===== config.mk =====
export PLATFORM = sky130hd
export DESIGN_NAME = tzgs_lane
export DESIGN_NICKNAME = d
export VERILOG_FILES = /design/src/hw/rtl/ternary_zero_group_stats_assert.svh /design/src/hw/rtl/tzgs_pkg.sv /design/src/hw/rtl/tzgs_lane.sv
export SDC_FILE = /design/constraint.sdc
export NUM_CORES = 1
export LEC_CHECK = 0
export BUFFER_PORTS_ARGS = -buffer_cell sky130_fd_sc_hd__buf_2
export CORE_UTILIZATION = 55
export DETAILED_ROUTE_END_ITERATION = 6
export PLACE_DENSITY_LB_ADDON = 0.12
export SYNTH_ARGS = -nofsm -noshare
export SYNTH_HDL_FRONTEND = slang
export SYNTH_SLANG_ARGS = --single-unit

===== constraint.sdc =====
create_clock -name clk -period 5.35 [get_ports clk]
set_input_delay 0.8025 -clock clk [delete_from_list [all_inputs] [get_ports clk]]
set_output_delay 0.8025 -clock clk [all_outputs]
set_load 0.05 [all_outputs]

===== src/hw/rtl/ternary_zero_group_stats_assert.svh =====
// Assertion macros used by the ternary zero-group statistics RTL.
// Expects clk and rst to be visible in the including module.
`ifndef TERNARY_ZERO_GROUP_STATS_ASSERT_SVH
`define TERNARY_ZERO_GROUP_STATS_ASSERT_SVH

// Same-cycle implication.
`define TZGS_ASSERT_NOW(label, ante, cons, msg) \
  label: assert property (@(posedge clk) disable iff (rst) (ante) |-> (cons)) \
    else $error(msg);

// Next-cycle implication.
`define TZGS_ASSERT_NEXT(label, ante, cons, msg) \
  label: assert property (@(posedge clk) disable iff (rst) (ante) |=> (cons)) \
    else $error(msg);

`endif


===== src/hw/rtl/tzgs_pkg.sv =====
// Package for the ternary zero-group statistics block: constants, codes,
// word and command types. No dependencies.
package tzgs_pkg;

  localparam int GROUP_BYTES_DEF  = 32;
  localparam int COUNTER_BITS_DEF = 48;
  localparam int NUM_CLASSES_DEF  = 4;

  localparam int WORD_BITS  = 64;
  localparam int CODE_BITS  = 2;
  localparam int WORD_CODES = 32;
  localparam int LANES      = 4;
  localparam int LANE_CODES = WORD_CODES / LANES;
  localparam int LANE_BITS  = LANE_CODES * CODE_BITS;
  localparam int LANE_CNT_W = $clog2(LANE_CODES + 1);
  localparam int WORD_CNT_W = $clog2(WORD_CODES + 1);

  // Group counts sized for the largest group (256 bytes, 1024 codes).
  localparam int GCNT_W    = 11;
  localparam int CLS_MAX_W = 3;

  localparam int NUM_COUNTERS = 11;
  localparam int SEL_W        = 4;
  localparam int BKT_W        = 3;
  localparam int RES_CNT_W    = 8;
  localparam int VALUE_W      = 48;

  localparam logic [CODE_BITS-1:0] ZERO_CODE      = 2'b01;
  localparam logic [CODE_BITS-1:0] FORBIDDEN_CODE = 2'b11;

  localparam logic [SEL_W-1:0] CNT_ZEROS     = 4'd0;
  localparam logic [SEL_W-1:0] CNT_FORBIDDEN = 4'd1;
  localparam logic [SEL_W-1:0] CNT_GROUPS    = 4'd2;
  localparam logic [SEL_W-1:0] CNT_ZGROUPS   = 4'd3;
  localparam logic [SEL_W-1:0] CNT_HIST0     = 4'd4;
  localparam logic [SEL_W-1:0] CNT_TENSORS   = 4'd10;

  localparam int NUM_BUCKETS = 6;
  localparam logic [BKT_W-1:0] BKT_NONE = 3'd0;
  localparam logic [BKT_W-1:0] BKT_FULL = 3'd5;

  localparam logic RK_GROUP = 1'b0;
  localparam logic RK_READ  = 1'b1;

  typedef enum logic [1:0] {
    OP_DATA   = 2'd0,
    OP_TENSOR = 2'd1,
    OP_READ   = 2'd2,
    OP_CLEAR  = 2'd3
  } op_t;

  typedef enum logic [1:0] {
    CMD_GROUP  = 2'd0,
    CMD_TENSOR = 2'd1,
    CMD_READ   = 2'd2,
    CMD_CLEAR  = 2'd3
  } cmd_op_t;

  typedef struct packed {
    op_t                  opcode;
    logic [1:0]           class_id;
    logic [WORD_BITS-1:0] data_word;
    logic [SEL_W-1:0]     counter_select;
  } item_t;

  typedef struct packed {
    logic                 result_kind;
    logic [RES_CNT_W-1:0] group_zero_count;
    logic [RES_CNT_W-1:0] group_forbidden_count;
    logic [BKT_W-1:0]     group_bucket;
    logic                 all_zero_group;
    logic [VALUE_W-1:0]   counter_value;
  } result_t;

  typedef struct packed {
    logic [LANE_CNT_W-1:0] zeros;
    logic [LANE_CNT_W-1:0] forbidden;
  } lane_cnt_t;

  // Command from the group accumulator to the counter bank.
  typedef struct packed {
    logic                 valid;
    cmd_op_t              op;
    logic [CLS_MAX_W-1:0] row;
    logic [GCNT_W-1:0]    zeros;
    logic [GCNT_W-1:0]    forbidden;
    logic [SEL_W-1:0]     sel;
  } cmd_t;

endpackage


===== src/hw/rtl/tzgs_lane.sv =====
// One counting lane: zero and forbidden codes in a slice of the input word.
// Depends on tzgs_pkg.
module tzgs_lane (
  input  logic                             clk,
  input  logic                             en,
  input  logic [tzgs_pkg::LANE_BITS-1:0]   codes,
  output tzgs_pkg::lane_cnt_t              cnt
);

  logic [tzgs_pkg::LANE_CNT_W-1:0] zc;
  logic [tzgs_pkg::LANE_CNT_W-1:0] fc;

  always_comb begin
    zc = '0;
    fc = '0;
    for (int i = 0; i < tzgs_pkg::LANE_CODES; i++) begin
      if (codes[i*tzgs_pkg::CODE_BITS +: tzgs_pkg::CODE_BITS] == tzgs_pkg::ZERO_CODE) begin
        zc = zc + 1'b1;
      end
      if (codes[i*tzgs_pkg::CODE_BITS +: tzgs_pkg::CODE_BITS] == tzgs_pkg::FORBIDDEN_CODE) begin
        fc = fc + 1'b1;
      end
    end
  end

  always_ff @(posedge clk) begin
    if (en) begin
      cnt.zeros     <= zc;
      cnt.forbidden <= fc;
    end
  end

endmodule


==> reports/metrics.cfg <==
[grt]
grt_pass1_vias=953
antenna_found_initial=0
grt_pass1_wl_um=4020
grt_overflow=0
grt.total_usage_pct=20.8
grt_max_degree=9

[floorplan]
rows=17
fp.dieArea_mm2=0.00252
initial_utilization_pct=58.4
coreArea_mm2=0.00219
ioPinCount=26
die_w_um=50.2
fp.dieH_um=50.2

[timing]
layout_setup_ws_ps=835
period_share_pct=84.4
fin_tns_setup_ps=0
slew_headroom_pct=65.7
finalHoldViolCount=0
finalMaxSlewViolations=0
rsz0062_at_grt=false
fin_crit_ps=4520
worst_slew_pin_slew_ps=510
max_freq_mhz=221
setup_violations=0

[power]
p_clk_share_pct=13.2
leakage_nw=0.641
swShare_pct=43.1
intPower_w=0.000201
combinationalPowerShare_pct=61.8
peakVddDrop_mv=0.242
switching_power_w=0.000153
power.density_mw_per_mm2=243
pwr-share-seq_pct=25.0

[route]
vias_per_cell=5.39
drt_iter0_drc=26
routedWlPerCell_um=12.5
drcViolationCount=0
vias=1024
drt_wl_total_um=2370
postRouteAntennaNets=0
drtPass1Iterations=4

[synthesis]
mappedNetlistArea_mm2=0.00128
synth-seq-area-share_pct=18.8
synth-seq-cells=8
synth.distinct_cells=38
synth_warnings=0
syn_inst=135
synth-edff-count=8
synthArstFlopShare_pct=0
synth_nets=167
syn_area_per_cell_um2=9.47
ys.flop_type=edfxtp_1

[clock_network]
cts_setup_buffers=0
numCtsBuffers=3
path_clk_slew_ps=50
cts_sinks=8
hold_buffers=0
tritoncts=yes
ctsResizeCount=0
htreeDepth=1
clk_path_buf_depth=2
cts_root_buf=clkbuf_4

[setup_path]
crit_start=codes[0]
critPathKind=input port to flip-flop
critical_path_peak_fanout=4
start_kind=input port
required_ps=5360
critical_path.endpoint=cnt[5]
worstPathArrival_ps=4520
end_kind=flip-flop

[place]
pre_cts_ws_ps=573
routabilityCongestion=0.798
io_buffers=25
hpwl_um=1980

[job]
max_cap_viol_count=0

[outcome]
status=completed

[final_layout]
top_register=cnt
fin_nets=196
largest_register_ffs=8
drive_above_1_share_pct=30.9
reg.largest.list=cnt x8
area_delta_synth_final_pct=14.0
diodes=0

[worst_hold_path]
hp-start=en
min_path_type=input port to flip-flop

## cells in the final DEF (no fill, tap or decap), types with 3 or more instances in the layout
cell,n
a21oi_1,3
a31oi_1,4
buf_2,25
clkbuf_4,3
edfxtp_1,8
ha_1,14
inv_1,5
mux2_2,4
mux2_4,3
nand2_1,14
nand3_1,9
nand3b_1,4
nor2_1,6
nor2b_1,5
xnor2_1,17
xnor2_2,3
xor2_1,7
## cell usage after synthesis, types with 2 or more instances
master	n	area [um^2]
inv_1	5	18.8
mux2_2	4	45.0
nand3_1	9	45.0
xor2_1	7	61.3
mux2_4	3	45.0
a21oi_1	3	15.0
ha_1	14	175
nor2_1	6	22.5
a31oi_1	4	25.0
xnor2_1	17	149
o21a_1	2	15.0
nand3b_1	4	30.0
o21ai_0	2	10.0
nor3_1	2	10.0
o21ai_2	2	17.5
and2_1	2	12.5
nor2b_1	5	31.3
xnor2_2	3	48.8
edfxtp_1	8	240
nand2_1	14	52.6
nand4b_1	2	17.5
## worst min path at each step
| stage | cells after the start | endpoint |
|---|---|---|
| 6_report | 1 | cnt[3] |
| 5_1_grt | 1 | cnt[5] |
| 4_1_cts | 1 | cnt[1] |
| 3_5_place_dp | 1 | cnt[6] |
| 3_3_place_gp | 1 | cnt[4] |
| 2_1_floorplan | 0 | cnt[0] |
## metal layers
layer / up-vias / global-route usage, % / part of all wire [%]
met5: - / 0 / 0
met3: 0 / 4.55 / 2.4
met1: 470 / 25.1 / 47
met4: 0 / 3.81 / 0
li1: 538 / - / -
met2: 16 / 37.6 / 51
## power by group through the flow
stage               clock network (W)  registers, W  logic, W
floorplan                           0      0.000134  0.000131
global placement                    0     0.0000896  0.000210
detailed placement                  0     0.0000897  0.000219
CTS                         0.0000459     0.0000886  0.000220
global route                0.0000489     0.0000897  0.000239
finish                      0.0000468     0.0000884  0.000219
## critical path, stage by stage
cell and delay, ps:
buf_2 100, nor2b_1 130, ha_1 390, xnor2_4 190, ha_1 310, mux2_4 280, ha_1 280, mux2_2 270
ha_1 270, a221o_2 380, ha_1 300, mux2_4 280, ha_1 270, mux2_2 250
## through the flow
stage / std cells / total power (W) / utilization [%] / hold WS [ps] / area (um^2)
global placement: 187 / 0.000299 / 65.5 / 1140 / 1440
floorplan: 135 / 0.000265 / - / 915 / 1280
finish: 190 / 0.000354 / 66.5 / 896 / 1460
global route: 190 / 0.000378 / 66.5 / 895 / 1460
CTS: 190 / 0.000354 / 66.5 / 900 / 1460
detailed placement: 187 / 0.000308 / 65.5 / 1160 / 1440
## kinds of logic after synthesis
kind of cell / count (synthesis) / synth area share, %
buf+inv: 6 / 1.76
fa+ha+maj: 14 / 13.7
compound gates: 17 / 9.39
mux: 7 / 7.04
flops: 8 / 18.8
xor+xnor: 30 / 26.1
simple gates: 53 / 23.2
## final cells by class
cell class	count	area, um^2
Sequential cell	8	240
Fill cell	182	733
Inverter	5	18.8
Clock buffer	3	22.5
Multi-Input combinational cell	121	1020
Tap cell	28	35.0
Timing Repair Buffer	25	125
Power figures use the tool's default switching activity.
