==> src/hw/rtl/ternary_zero_group_stats_assert.svh <==
// Assertion macros used by the ternary zero-group statistics RTL.
// Expects clk and rst to be visible in the including module.
`ifndef TERNARY_ZERO_GROUP_STATS_ASSERT_SVH
`define TERNARY_ZERO_GROUP_STATS_ASSERT_SVH

// Same-cycle implication.
`define TZGS_ASSERT_NOW(label, ante, cons, msg) \
  label: assert property (@(posedge clk) disable iff (rst) (ante) |-> (cons)) \
    else $error(msg);

// Next-cycle implication.
`define TZGS_ASSERT_NEXT(label, ante, cons, msg) \
  label: assert property (@(posedge clk) disable iff (rst) (ante) |=> (cons)) \
    else $error(msg);

`endif

==> src/hw/rtl/tzgs_pkg.sv <==
// Package for the ternary zero-group statistics block: constants, codes,
// word and command types. No dependencies.
package tzgs_pkg;

  localparam int GROUP_BYTES_DEF  = 32;
  localparam int COUNTER_BITS_DEF = 48;
  localparam int NUM_CLASSES_DEF  = 4;

  localparam int WORD_BITS  = 64;
  localparam int CODE_BITS  = 2;
  localparam int WORD_CODES = 32;
  localparam int LANES      = 4;
  localparam int LANE_CODES = WORD_CODES / LANES;
  localparam int LANE_BITS  = LANE_CODES * CODE_BITS;
  localparam int LANE_CNT_W = $clog2(LANE_CODES + 1);
  localparam int WORD_CNT_W = $clog2(WORD_CODES + 1);

  // Group counts sized for the largest group (256 bytes, 1024 codes).
  localparam int GCNT_W    = 11;
  localparam int CLS_MAX_W = 3;

  localparam int NUM_COUNTERS = 11;
  localparam int SEL_W        = 4;
  localparam int BKT_W        = 3;
  localparam int RES_CNT_W    = 8;
  localparam int VALUE_W      = 48;

  localparam logic [CODE_BITS-1:0] ZERO_CODE      = 2'b01;
  localparam logic [CODE_BITS-1:0] FORBIDDEN_CODE = 2'b11;

  localparam logic [SEL_W-1:0] CNT_ZEROS     = 4'd0;
  localparam logic [SEL_W-1:0] CNT_FORBIDDEN = 4'd1;
  localparam logic [SEL_W-1:0] CNT_GROUPS    = 4'd2;
  localparam logic [SEL_W-1:0] CNT_ZGROUPS   = 4'd3;
  localparam logic [SEL_W-1:0] CNT_HIST0     = 4'd4;
  localparam logic [SEL_W-1:0] CNT_TENSORS   = 4'd10;

  localparam int NUM_BUCKETS = 6;
  localparam logic [BKT_W-1:0] BKT_NONE = 3'd0;
  localparam logic [BKT_W-1:0] BKT_FULL = 3'd5;

  localparam logic RK_GROUP = 1'b0;
  localparam logic RK_READ  = 1'b1;

  typedef enum logic [1:0] {
    OP_DATA   = 2'd0,
    OP_TENSOR = 2'd1,
    OP_READ   = 2'd2,
    OP_CLEAR  = 2'd3
  } op_t;

  typedef enum logic [1:0] {
    CMD_GROUP  = 2'd0,
    CMD_TENSOR = 2'd1,
    CMD_READ   = 2'd2,
    CMD_CLEAR  = 2'd3
  } cmd_op_t;

  typedef struct packed {
    op_t                  opcode;
    logic [1:0]           class_id;
    logic [WORD_BITS-1:0] data_word;
    logic [SEL_W-1:0]     counter_select;
  } item_t;

  typedef struct packed {
    logic                 result_kind;
    logic [RES_CNT_W-1:0] group_zero_count;
    logic [RES_CNT_W-1:0] group_forbidden_count;
    logic [BKT_W-1:0]     group_bucket;
    logic                 all_zero_group;
    logic [VALUE_W-1:0]   counter_value;
  } result_t;

  typedef struct packed {
    logic [LANE_CNT_W-1:0] zeros;
    logic [LANE_CNT_W-1:0] forbidden;
  } lane_cnt_t;

  // Command from the group accumulator to the counter bank.
  typedef struct packed {
    logic                 valid;
    cmd_op_t              op;
    logic [CLS_MAX_W-1:0] row;
    logic [GCNT_W-1:0]    zeros;
    logic [GCNT_W-1:0]    forbidden;
    logic [SEL_W-1:0]     sel;
  } cmd_t;

endpackage

==> src/hw/rtl/tzgs_group_acc.sv <==
// Merge stage: sums the lane counts, tracks the group position, partial
// counts and current class, and issues commands to the counter bank. Uses tzgs_pkg.
module tzgs_group_acc #(
  parameter int GROUP_BYTES = tzgs_pkg::GROUP_BYTES_DEF,
  parameter int NUM_CLASSES = tzgs_pkg::NUM_CLASSES_DEF
) (
  input  logic                           clk,
  input  logic                           rst,
  input  logic                           en,
  input  logic                           valid,
  input  tzgs_pkg::op_t                  op,
  input  logic [1:0]                     class_id,
  input  logic [tzgs_pkg::SEL_W-1:0]     counter_select,
  input  tzgs_pkg::lane_cnt_t            lanes [tzgs_pkg::LANES],
  output tzgs_pkg::cmd_t                 cmd
);

  localparam int GROUP_WORDS = (GROUP_BYTES / 8 < 1) ? 1 : GROUP_BYTES / 8;
  localparam int GROUP_CODES = GROUP_WORDS * tzgs_pkg::WORD_CODES;
  localparam int ZW          = $clog2(GROUP_CODES + 1);
  localparam int WPW         = (GROUP_WORDS > 1) ? $clog2(GROUP_WORDS) : 1;
  localparam int CLS_W       = (NUM_CLASSES > 1) ? $clog2(NUM_CLASSES) : 1;

  logic [WPW-1:0]   word_position, word_position_next;
  logic [ZW-1:0]    partial_zero_count, partial_zero_count_next;
  logic [ZW-1:0]    partial_forbidden_count, partial_forbidden_count_next;
  logic [CLS_W-1:0] current_class, current_class_next;
  tzgs_pkg::cmd_t   cmd_next;

  logic [tzgs_pkg::WORD_CNT_W-1:0] word_z;
  logic [tzgs_pkg::WORD_CNT_W-1:0] word_f;
  logic [ZW-1:0]                   sum_z;
  logic [ZW-1:0]                   sum_f;
  logic                            last_word;
  logic [CLS_W-1:0]                cls_sel;

  always_comb begin
    word_z = '0;
    word_f = '0;
    for (int i = 0; i < tzgs_pkg::LANES; i++) begin
      word_z = word_z + tzgs_pkg::WORD_CNT_W'(lanes[i].zeros);
      word_f = word_f + tzgs_pkg::WORD_CNT_W'(lanes[i].forbidden);
    end
  end

  assign sum_z     = partial_zero_count + ZW'(word_z);
  assign sum_f     = partial_forbidden_count + ZW'(word_f);
  assign last_word = (word_position == WPW'(GROUP_WORDS - 1));
  // out-of-range class folds onto the last class
  assign cls_sel   = ({2'b00, class_id} >= 4'(NUM_CLASSES)) ?
                     CLS_W'(NUM_CLASSES - 1) : CLS_W'(class_id);

  always_comb begin
    word_position_next           = word_position;
    partial_zero_count_next      = partial_zero_count;
    partial_forbidden_count_next = partial_forbidden_count;
    current_class_next           = current_class;
    cmd_next                     = '0;
    cmd_next.sel                 = counter_select;
    if (valid) begin
      case (op)
        tzgs_pkg::OP_DATA: begin
          if (last_word) begin
            word_position_next           = '0;
            partial_zero_count_next      = '0;
            partial_forbidden_count_next = '0;
            cmd_next.valid               = 1'b1;
            cmd_next.op                  = tzgs_pkg::CMD_GROUP;
            cmd_next.row                 = tzgs_pkg::CLS_MAX_W'(current_class);
            cmd_next.zeros               = tzgs_pkg::GCNT_W'(sum_z);
            cmd_next.forbidden           = tzgs_pkg::GCNT_W'(sum_f);
          end else begin
            word_position_next           = word_position + 1'b1;
            partial_zero_count_next      = sum_z;
            partial_forbidden_count_next = sum_f;
          end
        end
        tzgs_pkg::OP_TENSOR: begin
          current_class_next           = cls_sel;
          word_position_next           = '0;
          partial_zero_count_next      = '0;
          partial_forbidden_count_next = '0;
          cmd_next.valid               = 1'b1;
          cmd_next.op                  = tzgs_pkg::CMD_TENSOR;
          cmd_next.row                 = tzgs_pkg::CLS_MAX_W'(cls_sel);
        end
        tzgs_pkg::OP_READ: begin
          cmd_next.valid = 1'b1;
          cmd_next.op    = tzgs_pkg::CMD_READ;
          cmd_next.row   = tzgs_pkg::CLS_MAX_W'(cls_sel);
        end
        tzgs_pkg::OP_CLEAR: begin
          cmd_next.valid = 1'b1;
          cmd_next.op    = tzgs_pkg::CMD_CLEAR;
        end
        default: begin
          cmd_next = '0;
        end
      endcase
    end
  end

  always_ff @(posedge clk) begin
    if (rst) begin
      word_position           <= '0;
      partial_zero_count      <= '0;
      partial_forbidden_count <= '0;
      current_class           <= '0;
      cmd                     <= '0;
    end else if (en) begin
      word_position           <= word_position_next;
      partial_zero_count      <= partial_zero_count_next;
      partial_forbidden_count <= partial_forbidden_count_next;
      current_class           <= current_class_next;
      cmd                     <= cmd_next;
    end
  end

endmodule

==> config.mk <==
export PLATFORM = sky130hd
export DESIGN_NAME = tzgs_group_acc
export DESIGN_NICKNAME = d
export VERILOG_FILES = /design/src/hw/rtl/ternary_zero_group_stats_assert.svh /design/src/hw/rtl/tzgs_pkg.sv /design/src/hw/rtl/tzgs_group_acc.sv
export SDC_FILE = /design/constraint.sdc
export NUM_CORES = 1
export LEC_CHECK = 0
export ABC_AREA = 1
export ABC_CLOCK_PERIOD_IN_PS = 4000
export BUFFER_PORTS_ARGS = -buffer_cell sky130_fd_sc_hd__buf_2
export CORE_AREA = 2 2 82 84
export DETAILED_ROUTE_END_ITERATION = 8
export DIE_AREA = 0 0 84 86
export GPL_TIMING_DRIVEN = 0
export PLACE_DENSITY = 0.82
export SLEW_MARGIN = 20
export SYNTH_ARGS = -nofsm -noshare
export SYNTH_HDL_FRONTEND = slang
export SYNTH_SLANG_ARGS = --single-unit
==> constraint.sdc <==
create_clock -name clk -period 4 [get_ports clk]
set_input_delay 0.8 -clock clk [delete_from_list [all_inputs] [get_ports clk]]
set_output_delay 0.8 -clock clk [all_outputs]
set_load 0.03 [all_outputs]
==> tab_implementation.tex <==
\begin{tabular}{lr}
\hline
Metric & Value \\
\hline
\multicolumn{2}{l}{\textbf{Status}} \\
\quad Result of the run & finished clean \\
\multicolumn{2}{l}{\textbf{Routing}} \\
\quad Number of DRC markers in iteration 0 & about 110 \\
\quad Total wire length & about 6.5 mm \\
\quad Initial DRT Pass Iterations & 4 \\
\quad Routed length per placed instance & $\sim$12 microns \\
\quad DRC violations left & 0 \\
\quad Count of antenna-violating nets left after detailed routing & 0 \\
\quad Number of vias in the routed layout & 2748 \\
\quad Vias per inst & slightly below 5 \\
\multicolumn{2}{l}{\textbf{STA}} \\
\quad RSZ-0062 raised after global routing & false \\
\quad Final min period & roughly 3.5 ns \\
\quad Max Clk Rate & about 280 MHz \\
\quad Final worst setup slack & approximately 0.5 ns \\
\quad Final slew viol count & 0 \\
\quad Measured slew at the worst slew-check pin & between 0.6 and 0.7 ns \\
\quad Worst-case headroom to the max-slew limit & a little over half \\
\quad Setup TNS & 0 ns \\
\quad Number of endpoints with negative hold slack in the final report & 0 \\
\quad Final setup vio count & 0 \\
\quad Clock Skew & roughly 0.0064 ns \\
\quad Final period util & 87.74\% \\
\multicolumn{2}{l}{\textbf{Critical path}} \\
\quad Sort of element at the end of the critical path & flop \\
\quad Critical path cell sequence & buf\_2 > inv\_1 > fa\_1 > fa\_1 > fa\_1 > inv\_1 > ha\_1 > inv\_1 > fa\_1 > inv\_1 > nand3\_1 > nand3\_1 > or2\_2 > nand3\_1 > a21oi\_1 \\
\quad Cell family with most CP delay & adder cells \\
\quad CP Data Required Time & roughly 4.2 ns \\
\quad Arrival time at the worst endpoint & $\sim$3.7 ns \\
\quad Max incr delay on CP & between 0.5 and 0.6 ns \\
\quad Type of the worst setup path & primary input to flop \\
\quad Number of buffer and inverter stages on the critical path & 5 \\
\quad Kind of launch point of the worst setup path & primary input \\
\quad Largest driver fanout on the critical path & 3 \\
\quad Slowest cell on crit path & sky130\_fd\_sc\_hd\_\_fa\_1 \\
\multicolumn{2}{l}{\textbf{Clock tree}} \\
\quad Number of hold buffers added after cts & 0 \\
\quad Maximum clock path buffer count & 2 \\
\quad Clock transition at path regs & roughly 0.090 ns \\
\quad CTS resizes & 0 \\
\quad Post-CTS setup buffer count & 0 \\
\quad Clock tree from TritonCTS & done \\
\quad H-tree level count & 2 \\
\quad Clock sinks & 45 \\
\quad Root Buffer & sky130\_fd\_sc\_hd\_\_clkbuf\_8 \\
\quad Number of buffers inserted during clock tree synthesis & 5 \\
\quad Worst skew pair latency & a little over 0.3 ns \\
\multicolumn{2}{l}{\textbf{Cells and area}} \\
\quad Sequential cell area & approximately 900 sq um \\
\quad Area growth from synthesis to layout & 18.31\% \\
\quad Fill cells & 568 \\
\quad Final non-filler cell total & 562 \\
\quad Layout Nets & roughly 580 \\
\quad Share of final-layout standard cells stronger than drive strength 1 & 19.59\% \\
\quad Area of combinational cells with multiple inputs & around 0.0018 sq mm \\
\quad Number of diodes added for antenna fixing & 0 \\
\quad Utilization after layout & between 50\% and 60\% \\
\multicolumn{2}{l}{\textbf{Synthesis}} \\
\quad Async set-reset flop share out of synthesis & 0\% \\
\quad Compound-cell area share of the yosys netlist & 9.822\% \\
\quad Post-synthesis xor/xnor area fraction & less than 1\% \\
\quad Cell area after synthesis & about 0.0031 sq mm \\
\quad Synthesized-area fraction occupied by adder cells & about a quarter \\
\quad Share of synthesized area occupied by flip-flops and latches & between 20\% and 30\% \\
\quad Most area-consuming cells after synthesis & sky130\_fd\_sc\_hd\_\_dfxtp\_1, sky130\_fd\_sc\_hd\_\_fa\_1, sky130\_fd\_sc\_hd\_\_ha\_1 \\
\quad Post-synthesis cell type with the largest combined area & sky130\_fd\_sc\_hd\_\_dfxtp\_1 \\
\quad Number of warning messages in the yosys log & 0 \\
\quad Cell variety after synth & 25 \\
\quad Top cell type's share of synthesized area & roughly 29\% \\
\quad Multiplexer area fraction after synthesis & 0\% \\
\quad Number of enable flip-flop cells after synthesis & 0 \\
\quad Post-Synthesis Cells & between 400 and 500 \\
\quad Dominant register cell in the synthesized netlist & sky130\_fd\_sc\_hd\_\_dfxtp\_1 \\
\quad Synth Area per Inst & about 7.7 sq um \\
\quad Area fraction in and, or, nand and nor cells after synthesis & 21.02\% \\
\quad Combinational family with the most area after synthesis & adder cells \\
\quad Total of flip-flops plus latches after synthesis & 45 \\
\multicolumn{2}{l}{\textbf{Pwr}} \\
\quad Switching power as a share of total power & between 30 and 40\% \\
\quad Worst ir drop on vdd & $\sim$0.00019 V \\
\quad Cell internal power dissipation & between 0.8 and 0.9 mW \\
\quad Total chip power & approximately 1.3 mW \\
\quad Sw power & 0.4645 mW \\
\quad Share of total power in the clock network & roughly 27\% \\
\quad Combinational group share of total power & roughly 37\% \\
\quad Register share of total power & a little over a third \\
\quad Static Leakage & between 1.5 and 2 nW \\
\quad Power per cell area & $\sim$360 mW/mm\^{}2 \\
\multicolumn{2}{l}{\textbf{Global routing}} \\
\quad Antenna violations before repair & 0 \\
\quad Pin count of the biggest net entering global routing & 16 \\
\quad Total GRT Usage & between 10\% and 20\% \\
\quad Number of global-route vias before repair & between 2k and 3k \\
\quad Wire length of the first global-routing pass & 11.20 mm \\
\quad Total global routing overflow & 0 \\
\multicolumn{2}{l}{\textbf{Floorplan}} \\
\quad Die Span X & 84 microns \\
\quad Placement Rows & 29 \\
\quad Area of the placeable core & approximately 0.0063 sq mm \\
\quad Initial Util & between 40\% and 50\% \\
\quad Vertical die dimension & 86 microns \\
\quad Area enclosed by the die boundary & around 0.0072 sq mm \\
\quad Ports & 76 \\
\multicolumn{2}{l}{\textbf{Placed design}} \\
\quad Inst Count DP & $\sim$550 \\
\quad Sum of net half-perimeters after detailed placement & around 5.3 mm \\
\quad Worst slack at placement & $\sim$0.17 ns \\
\quad Placer Congestion & 0.8739 \\
\quad IO buf count & 67 \\
\multicolumn{2}{l}{\textbf{Job}} \\
\quad Reported max-cap violation count & 0 \\
\multicolumn{2}{l}{\textbf{Min path}} \\
\quad Path class of the lowest-slack min-delay path & flop to flop \\
\hline
\end{tabular}
-- layer usage --
metal	track usage (%)	vias to the layer above	routed length, microns
li1	-	1398	-
met1	21.70	1278	2781
met2	34.98	60	3334
met3	3.850	12	321
met4	5.279	0	97
met5	0	-	0
-- flip-flops by register name (all words and copies together) (netlist names) --
name                     flops
partial_forbidden_count      8
cmd                         25
partial_zero_count           8
word_position                2
current_class                2
-- cell usage after synthesis, types with 3 or more instances --
cell and count:
sky130_fd_sc_hd__clkbuf_1 7, sky130_fd_sc_hd__a21oi_1 47, sky130_fd_sc_hd__nand4_1 4, sky130_fd_sc_hd__a211oi_1 6, sky130_fd_sc_hd__nand3_1 35, sky130_fd_sc_hd__dfxtp_1 45
sky130_fd_sc_hd__ha_1 28, sky130_fd_sc_hd__o21ai_0 3, sky130_fd_sc_hd__inv_1 86, sky130_fd_sc_hd__buf_4 7, sky130_fd_sc_hd__nand2_1 89, sky130_fd_sc_hd__fa_1 22
sky130_fd_sc_hd__nor2_1 8, sky130_fd_sc_hd__or2_2 4
-- cells in the final DEF, fill, tap and decap left out, types with 4 or more instances in the layout --
| master | count |
|---|---|
| sky130_fd_sc_hd__a211oi_1 | 6 |
| sky130_fd_sc_hd__a21oi_1 | 47 |
| sky130_fd_sc_hd__buf_2 | 69 |
| sky130_fd_sc_hd__buf_4 | 7 |
| sky130_fd_sc_hd__clkbuf_1 | 7 |
| sky130_fd_sc_hd__clkbuf_8 | 5 |
| sky130_fd_sc_hd__conb_1 | 7 |
| sky130_fd_sc_hd__dfxtp_1 | 45 |
| sky130_fd_sc_hd__fa_1 | 22 |
| sky130_fd_sc_hd__ha_1 | 28 |
| sky130_fd_sc_hd__inv_1 | 86 |
| sky130_fd_sc_hd__nand2_1 | 89 |
| sky130_fd_sc_hd__nand3_1 | 35 |
| sky130_fd_sc_hd__nand4_1 | 4 |
| sky130_fd_sc_hd__nor2_1 | 8 |
| sky130_fd_sc_hd__or2_2 | 4 |
-- path summary, 6_finish.rpt --
check	cells past startpoint	endpoint	startpoint	slack, ns
setup / recovery	15	partial_forbidden_count[5]	lanes[1]	0.49
hold / removal	2	cmd[0]	cmd[0]	0.46
setup reg to reg	12	partial_zero_count[5]	partial_zero_count[1]	1.73
hold reg to reg	2	cmd[0]	cmd[0]	0.46
-- per-stage QoR --
stage,instance area (sq um),hold slack (ns)
detailed placement,3550,0.4518
finish,3662,0.4633
CTS,3662,0.4647
global route,3662,0.4831
global placement,3550,0.4475
floorplan,3118,0.4345
-- layout make-up --
cell class              instances  share of cell area [%]
well taps                      77                   2.631
clock inverters                 3                   1.196
repair buffers                 67                   9.156
flip-flops and latches         45                   24.60
inverters                      87                   8.951
clock buffers                   5                   1.879
plain buffers                  17                   2.733
multi-input cells             261                   48.86
-- cell families after synthesis --
family                   Yosys count
AO/OA/AOI/OAI                     57
XOR/XNOR                           2
buffers and inverters            104
adder cells (fa/ha/maj)           50
other                              1
flip-flops                        45
AND/OR/NAND/NOR                  145
-- power by group through the flow --
stage / Combinational, mW / Clock, mW / Sequential (mW)
floorplan: 0.357 / 0 / 0.483
global placement: 0.454 / 0 / 0.476
detailed placement: 0.477 / 0 / 0.476
CTS: 0.482 / 0.361 / 0.466
global route: 0.554 / 0.380 / 0.467
finish: 0.482 / 0.355 / 0.466
-- worst reg2reg max path: cells and delay by family, from the launching register on --
family / cells / cell delay, ns
fa+ha+maj: 3 / 0.96
simple gates: 4 / 0.54
flops: 1 / 0.32
buf+inv: 4 / 0.26
compound gates: 1 / 0.06
No activity file was read; power rests on OpenSTA's default activity.
